**config.mk**
```make
export PLATFORM = sky130hd
export DESIGN_NAME = tup_walk
export DESIGN_NICKNAME = d
export VERILOG_FILES = /design/src/hw/rtl/tup_pkg.sv /design/src/hw/rtl/tup_walk.sv
export SDC_FILE = /design/constraint.sdc
export NUM_CORES = 1
export LEC_CHECK = 0
export CORE_MARGIN = 1.5
export CORE_UTILIZATION = 50
export DETAILED_ROUTE_END_ITERATION = 16
export DONT_BUFFER_PORTS = 1
export PLACE_DENSITY_LB_ADDON = 0.25
export SLEW_MARGIN = 25
export SYNTH_ARGS = -nofsm -noshare
export SYNTH_HDL_FRONTEND = slang
export SYNTH_SLANG_ARGS = --single-unit
```
**constraint.sdc**
```tcl
create_clock -name clk_i -period 9.7 [get_ports clk_i]
set_clock_uncertainty 0.05 [all_clocks]
set_input_delay 1.94 -clock clk_i [delete_from_list [all_inputs] [get_ports clk_i]]
set_output_delay 1.94 -clock clk_i [all_outputs]
set_load 0.02 [all_outputs]
```
**src/hw/rtl/tup_pkg.sv**
```systemverilog
// Shared types and constants for the tile unswizzle and palette expansion block.
// No dependencies; every other file of the block imports this package.
package tup_pkg;

  localparam int unsigned COORD_W = 13;
  localparam int unsigned COLOR_W = 32;
  localparam int unsigned TW_W    = 6;
  localparam int unsigned CNT_W   = 9;
  localparam int unsigned MODE_W  = 2;
  localparam int unsigned OP_W    = 2;
  localparam int unsigned BYTE_W  = 8;
  localparam int unsigned CFG_IDX_W  = 3;
  localparam int unsigned CFG_DATA_W = 13;
  localparam int unsigned MAX_TILE_W = 32;

  typedef enum logic [OP_W-1:0] {
    OP_PAL_WRITE = 2'd0,
    OP_PIXEL     = 2'd1,
    OP_RESTART   = 2'd2
  } op_e;

  typedef enum logic [MODE_W-1:0] {
    MODE_IDX8 = 2'd0,
    MODE_IDX4 = 2'd1,
    MODE_RGBA = 2'd2
  } mode_e;

  typedef enum logic [CFG_IDX_W-1:0] {
    REG_IMAGE_WIDTH   = 3'd0,
    REG_IMAGE_HEIGHT  = 3'd1,
    REG_TILE_WIDTH    = 3'd2,
    REG_PIXEL_MODE    = 3'd3,
    REG_PALETTE_COUNT = 3'd4
  } reg_idx_e;

  // Control from the result stage to the walk counters.
  typedef struct packed {
    logic load;
    logic restart;
  } walk_ctrl_t;

  // Current walk position as seen by the next pixel.
  typedef struct packed {
    logic [COORD_W-1:0] x;
    logic [COORD_W-1:0] y;
    logic               visible;
  } walk_pos_t;

endpackage

```
**src/hw/rtl/tup_walk.sv**
```systemverilog
// Tile walk counters: column and row within the tile, and the tile origin.
// Gives the position and visibility of the next pixel. Depends on tup_pkg.
module tup_walk import tup_pkg::*; #(
  parameter int unsigned TILE_ROWS = 8
) (
  input  logic               clk_i,
  input  logic               rst_ni,
  input  logic [COORD_W-1:0] image_width_i,
  input  logic [COORD_W-1:0] image_height_i,
  input  logic [TW_W-1:0]    tile_width_i,
  input  walk_ctrl_t         ctrl_i,
  output walk_pos_t          pos_o
);

  localparam int unsigned RowW = (TILE_ROWS > 1) ? $clog2(TILE_ROWS) : 1;
  localparam int unsigned ColW = $clog2(MAX_TILE_W);

  logic [ColW-1:0]    col_q, col_d;
  logic [RowW-1:0]    row_q, row_d;
  logic [COORD_W-1:0] ox_q, ox_d;
  logic [COORD_W-1:0] oy_q, oy_d;

  logic [TW_W-1:0]    tw;
  logic [COORD_W:0]   x_full;
  logic [COORD_W:0]   y_full;
  logic [TW_W-1:0]    col_inc;
  logic [RowW:0]      row_inc;
  logic [COORD_W:0]   nx;

  always_comb begin
    if (tile_width_i == '0) begin
      tw = TW_W'(1);
    end else if (tile_width_i > TW_W'(MAX_TILE_W)) begin
      tw = TW_W'(MAX_TILE_W);
    end else begin
      tw = tile_width_i;
    end
  end

  // Visibility is judged on the unmasked sums.
  assign x_full  = {1'b0, ox_q} + (COORD_W+1)'(col_q);
  assign y_full  = {1'b0, oy_q} + (COORD_W+1)'(row_q);
  assign col_inc = {1'b0, col_q} + TW_W'(1);
  assign row_inc = {1'b0, row_q} + (RowW+1)'(1);
  assign nx      = {1'b0, ox_q} + (COORD_W+1)'(tw);

  assign pos_o.x       = x_full[COORD_W-1:0];
  assign pos_o.y       = y_full[COORD_W-1:0];
  assign pos_o.visible = (x_full < {1'b0, image_width_i}) &&
                         (y_full < {1'b0, image_height_i});

  always_comb begin
    col_d = col_q;
    row_d = row_q;
    ox_d  = ox_q;
    oy_d  = oy_q;
    if (ctrl_i.restart) begin
      col_d = '0;
      row_d = '0;
      ox_d  = '0;
      oy_d  = '0;
    end else if (ctrl_i.load) begin
      col_d = col_inc[ColW-1:0];
      if (col_inc >= tw) begin
        col_d = '0;
        row_d = row_inc[RowW-1:0];
        if (row_inc >= (RowW+1)'(TILE_ROWS)) begin
          row_d = '0;
          if (nx >= {1'b0, image_width_i}) begin
            ox_d = '0;
            oy_d = oy_q + COORD_W'(TILE_ROWS);
          end else begin
            ox_d = nx[COORD_W-1:0];
          end
        end
      end
    end
  end

  always_ff @(posedge clk_i or negedge rst_ni) begin
    if (!rst_ni) begin
      col_q <= '0;
      row_q <= '0;
      ox_q  <= '0;
      oy_q  <= '0;
    end else begin
      col_q <= col_d;
      row_q <= row_d;
      ox_q  <= ox_d;
      oy_q  <= oy_d;
    end
  end

endmodule

```
# Word level (Yosys, flattened, before mapping)

Index checks and enable logic that the tools add are counted.

$add $sub $neg: 6
Order comparisons: 6
Mux-type cells: 19
Reduce and logical (&&, ||, !) cells: 9

Operators by type and width:

| operator                                                 | count |
|---|---|
| 2-to-1 mux 13 bit                                        | 10 |
| < comparator 14 x 13 -> 1 bit                            | 2 |
| 2-to-1 mux 5 bit                                         | 3 |
| adder 13 x 3 -> 14 bit                                   | 1 |
| adder 13 x 5 -> 14 bit                                   | 1 |
| adder 13 x 6 -> 14 bit                                   | 1 |
| greater-or-equal comparator 14 x 13 -> 1 bit             | 1 |
| adder 13 x 4 -> 13 bit, second input constant            | 1 |
| 2-to-1 mux 3 bit                                         | 4 |
| 2-to-1 mux 6 bit                                         | 2 |
| nonzero test 2 bit                                       | 4 |
| adder 5 x 1 -> 6 bit, second input constant              | 1 |
| greater-or-equal comparator 6 bit                        | 1 |
| > comparator 6 bit, second input constant                | 1 |
| logical NOT 6 bit                                        | 1 |
| adder 3 x 1 -> 4 bit, second input constant              | 1 |
| greater-or-equal comparator 4 bit, second input constant | 1 |
| AND reduction 4 bit                                      | 1 |
| AND reduction 3 bit                                      | 1 |
| AND reduction 2 bit                                      | 1 |
| logical AND 1 bit                                        | 1 |

Register bits: 34
Input port bits: 36
Output and inout bits: 27

# Depth between registers and ports, before layout

Gate-level depths: netlist of the first run.

Depth after elaboration: 10
Mapped depth: 21

# Least setup slack after synthesis of the first run

No wires, ideal clock.

Kind: reg2out
Start point: register col_q[0]
End point: output port pos_o[0] (netlist name)
Arrival: 4.085 ns
Path slack: 3.625 ns
Cell stages (with the launch flop): 15
Buffers on the path: 0
Cells stage by stage: dfrtp_1 > ha_1 > fa_1 > a21oi_1 > nor2_1 > nor2_1 > nor2b_1 > o21bai_1 > nor2_1 > xor2_1 > ha_1 > nor2b_1 > a2111oi_0 > o21ai_0 > a2111oi_0

RTL lines:

| element                | line           | source |
|---|---|---|
| start, declared        | tup_walk.sv:18 | `logic [ColW-1:0] col_q, col_d;` |
| start signal, assigned | tup_walk.sv:87 | `col_q <= col_d;` |
| end, declared          | tup_walk.sv:12 | `output walk_pos_t pos_o` |

==> results of run 1 <==
cells by family after synthesis:
family,synth area share
adder cells (fa/ha/maj),0.226
buffers and inverters,0.0770
flip-flops,0.233
multiplexers,0.00639
XOR/XNOR,0.0658
AO/OA/AOI/OAI,0.202
AND/OR/NAND/NOR,0.189
routing by layer:
layer / part of all wire / track usage / up-vias
li1: - / - / 1406
met1: 0.46 / 0.275 / 1310
met2: 0.48 / 0.367 / 78
met3: 0.053 / 0.0531 / 8
met4: 0.0068 / 0.0411 / 0
met5: 0 / 0 / -
worst max path at each step:
stage	to	startpoint	cells past startpoint
final	pos_o[0]	col_q[0]	15
after global routing	pos_o[0]	col_q[0]	15
after CTS	pos_o[0]	col_q[0]	15
after detailed placement	pos_o[0]	col_q[0]	15
after global placement	pos_o[0]	col_q[0]	15
after floorplan	pos_o[0]	col_q[0]	14
synthesized netlist by cell type (9+ instances only):
cell	number	area, um2
xor2_1	9	78.8
xnor2_1	16	140
o21ai_0	26	130
inv_1	41	154
a21o_1	15	113
clkbuf_1	16	60.1
nor2_1	26	97.6
nand2_1	43	161
ha_1	57	713
dfrtp_1	31	776
a21oi_1	25	125
nand3_1	19	95.1
report_power, final:
part	internal [mW]	total [mW]	switching (mW)
clock	0.0648	0.117	0.0524
sequential	0.136	0.149	0.0125
combinational	0.0490	0.121	0.0721
total	0.250	0.387	0.137
worst max-delay path, stage by stage (launching register included):
cell and delay, ps:
dfrtp_1 460, ha_1 270, fa_1 410, a21oi_1 170
nor2_1 60, nor2_1 150, nor2b_1 80, o21bai_1 290
nor2_1 110, xor2_1 460, ha_1 350, nor2b_1 130
a2111oi_0 640, o21ai_0 200, a2111oi_1 410, buf_4 220
flip-flops by register name, indices dropped and copies added, names as in the netlist:
register,flops
col_q,5
ox_q,13
oy_q,10
row_q,3
through the flow:
step                       util  std cells
after floorplan               -        412
after global placement    0.522        469
after detailed placement  0.522        469
after CTS                 0.537        477
after global routing      0.537        477
final                     0.537        477
final cells by class:
type	count	area (um2)	area share
clock buffer	8	100	0.0292
inverter	41	154	0.0448
sequential	31	776	0.226
tap	77	96.3	0.0281
multi-input combinational	319	2300	0.670
timing repair buffer	1	7.51	0.00219
cells in the final DEF (no fill, tap or decap), drive strengths merged, types with 3 or more instances in the layout:
master   n
o31ai    5
a22o     3
nor3     7
nand2b   6
or3      3
o21ai   34
clkbuf   8
ha      57
xnor2   16
xor2     9
nor4     4
nand2   44
o22ai    3
dfrtp   31
nand3   20
a21o    15
and3     3
nor2b    3
a211oi   4
inv     41
nor2    26
and2     6
a21oi   26
==> metrics, run 1 <==
total of max-cap violations 0; clock sinks 31; drt drc 0; Layout Nets 494; pre-CTS setup slack 3420 ps; Least-Margin Pin Slew 844 ps; reg2reg setup slack 5590 ps; Final TNS setup 0 ps; Horiz. Die Dim 84.6 um; status finished clean; drt pass-1 iters 4; CTS resizes 0; initial antenna violation count 0; n_diodes 0; H-tree depth 2; Max Slew Vio Count 0; dpl hpwl 5.85 mm; share of cells above drive strength 1 0.0625; critical path endpoint category output pin; final setup violation count 0; cell area after layout 0.00343 mm2; reg-to-reg critical path startpoint ox_q[0]; Antenna Violating Nets Remaining 0; Cell Area, Synth 0.00333 mm2; Avg WL per Cell 15.4 um; maximum number of pins on one net before global-route repair 32; hold path startpoint ox_q[4]; Worst-Skew Late Latency 290 ps; critical path data required time 7710 ps; CTS max path bufs 2; WP data arrival 4670 ps; Hold Crit Depth 2; Vias 2,802; CORE AREA 0.00639 mm2; Die Area 0.00716 mm2; unrepaired setup endpoints after global routing no; synthesis-to-layout area growth 3.08%; PortBufs 0; Overall Global Routing Usage 0.214; number of buffers created by CTS 5; Reg2Reg Capture Point ox_q[6]; chip height 84.6 um; Core Rows 29; average cell area after synthesis 8.08 um2; Post-CTS Setup Bufs 0; worst vdd ir 66.1 uV; filler instances 623; Post-synth EDFFs 0; Cell variety after synth 54; # IOs 63; min-delay worst type register to register; DP Area 0.00333 mm2; pwr dens 113 mW/mm2; Final GP Congestion 0.838; fmax 150 MHz; Worst setup SP type register; Final Hold Viols 0; Min Hold Slack 468 ps; crit-path max FO 6; first-pass GRT wire length 12.3 mm; Leak 1.82 nW; ys async rst share 1.00; grt ovf 0; Pwr Total 0.387 mW; min Tclk post-route 6660 ps; Reg2Reg Depth 15; YS warnings 0; post-synthesis cell count 412; Final WS setup 3040 ps; TritonCTS clock tree yes; vias per cell 5.87; clk root buf clkbuf_8; Final period util 0.687; register area share after synthesis 0.233; Initial Util 0.521; main flop type after synthesis dfrtp_1; register bit count reported by yosys 31; Synth Net Count 507; CP Class register to output pin; worst relative slew slack 0.437; WL final 7.36 mm; hold buffer count at CTS 0; vias in the first global route 2,686; Hold Path Sink ox_q[4]; clk slew on worst S/H paths 70 ps; 1st-iter DRT viols 124
No activity file was read; power rests on OpenSTA's default activity.
==> run 2, diff against run 1 <==
==> constraint.sdc (replaced) <==
create_clock -name clk_i -period 5.7 [get_ports clk_i]
set_clock_uncertainty 0.05 [all_clocks]
set_input_delay 1.14 -clock clk_i [delete_from_list [all_inputs] [get_ports clk_i]]
set_output_delay 1.14 -clock clk_i [all_outputs]
set_load 0.02 [all_outputs]
==> metrics, run 2 (synthesized netlist as in run 1, its figures left out) <==
Worst-Skew Late Latency 280 ps; met3 wire length 410 um; largest reg by FF count ox_q; clock share of power 0.363; H-tree depth 2; grt ovf 0; final setup violation count 0; Initial Util 0.521; crit-path max FO 6; Horiz. Die Dim 84.6 um; first-pass GRT wire length 12.8 mm; clock sinks 31; CTS resizes 0; Vias 2,787; drt drc 0; min-delay worst type register to register; Post-CTS Setup Bufs 0; Seq pwr share 0.346; Largest register FFs 13; CORE AREA 0.00639 mm2; Psw 0.237 mW; Final period util 0.944; Avg WL per Cell 15.4 um; Logic pwr share 0.290; Worst setup SP type register; most frequent cells in the layout ha_1 (57), nand2_1 (43), inv_1 (41); WP data arrival 4190 ps; 1st-iter DRT viols 205; Overall Global Routing Usage 0.217; CP Class register to output pin; maximum number of pins on one net before global-route repair 32; vias per cell 5.82; PortBufs 0; pwr dens 209 mW/mm2; switching power share of the total 0.326; worst relative slew slack 0.420; vias in the first global route 2,776; dpl hpwl 5.88 mm; commonest non-fill, non-tap cell in the layout ha_1; # IOs 63; chip height 84.6 um; WL final 7.36 mm; largest registers ox_q x13, oy_q x10, col_q x5; P_int 0.491 mW; share of cells above drive strength 1 0.0697; total of max-cap violations 0; DR top layer met4; clk root buf clkbuf_8; Antenna Violating Nets Remaining 0; Min Hold Slack 468 ps; unrepaired setup endpoints after global routing no; status finished clean; Final TNS setup 0 ps; Final GP Congestion 0.833; placed cell count 471; initial antenna violation count 0; cell area after layout 0.00348 mm2; critical path data required time 4510 ps; Final Hold Viols 0; fmax 186 MHz; hold buffer count at CTS 0; Max Slew Vio Count 0; Core Rows 29; Leak 1.85 nW; min Tclk post-route 5380 ps; Non-Filler Instances 479; M1 WL 3.50 mm; TritonCTS clock tree yes; synthesis-to-layout area growth 4.62%; Layout Nets 496; DP Area 0.00335 mm2; wire length on met2 3.35 mm; drt pass-1 iters 4; Finished Core Util 0.545; CTS max path bufs 2; clk slew on worst S/H paths 70 ps; Die Area 0.00716 mm2; n_diodes 0; critical path endpoint category output pin; Least-Margin Pin Slew 870 ps; number of buffers created by CTS 5; worst vdd ir 230 uV
run 2: cell count changes in the layout (fill, tap and decap cells not counted):
| cell | before | now |
|---|---|---|
| buf_4 | 1 | 3 |
| clkbuf_8 | 7 | 5 |
| bufinv_16 | 0 | 2 |
| clkinvlp_4 | 0 | 1 |
| clkbuf_1 | 1 | 0 |
run 2: through the flow:
stage                     setup slack, ps  power [mW]
after floorplan                       425       0.425
after global placement                500       0.459
after detailed placement              435       0.466
after CTS                             317       0.732
after global routing                 25.9       0.773
final                                 319       0.728
run 2: final cells by class:
cell class                 instances  area (um2)
timing repair buffer               3        22.5
clock inverter                     3        67.6
inverter                          41         154
fill                             576        2900
sequential                        31         776
clock buffer                       5        68.8
tap                               77        96.3
multi-input combinational        319        2300
run 2: power by group through the flow:
| stage | Sequential [mW] | Clock [mW] | Combinational, mW |
|---|---|---|---|
| 2_1_floorplan | 0.250 | 0 | 0.175 |
| 3_3_place_gp | 0.255 | 0 | 0.204 |
| 3_5_place_dp | 0.256 | 0 | 0.210 |
| 4_1_cts | 0.252 | 0.269 | 0.212 |
| 5_1_grt | 0.255 | 0.278 | 0.241 |
| 6_report | 0.252 | 0.265 | 0.211 |
run 2: worst paths after layout:
path / startpoint / slack [ps] / cells past startpoint / to
worst max-delay path: col_q[0] / 320 / 16 / pos_o[0]
worst min register to register: ox_q[4] / 470 / 2 / ox_q[4]
worst min-delay path: ox_q[4] / 470 / 2 / ox_q[4]
worst max register to register: ox_q[0] / 1680 / 16 / ox_q[6]
max in group asynchronous: rst_ni / 5010 / 0 / col_q[4]
min in group asynchronous: rst_ni / 500 / 0 / oy_q[7]
run 2: worst max-delay path, cell delays in order, from the launching register on:
cell and delay [ps]:
dfrtp_1 450, ha_1 260, fa_1 400, a21oi_1 170, nor2_1 50, nor2_1 150
nor2b_1 80, o21bai_1 240, nor2_1 80, xor2_1 500, ha_1 350, nand2_1 80
nor2_1 50, a211oi_1 270, o21ai_0 120, a2111oi_1 430, buf_4 220
run 2: layer usage:
metal,vias up,global-route usage
met3,11,0.0492
met4,0,0.0528
met1,1286,0.289
met2,78,0.359
li1,1412,-
met5,-,0
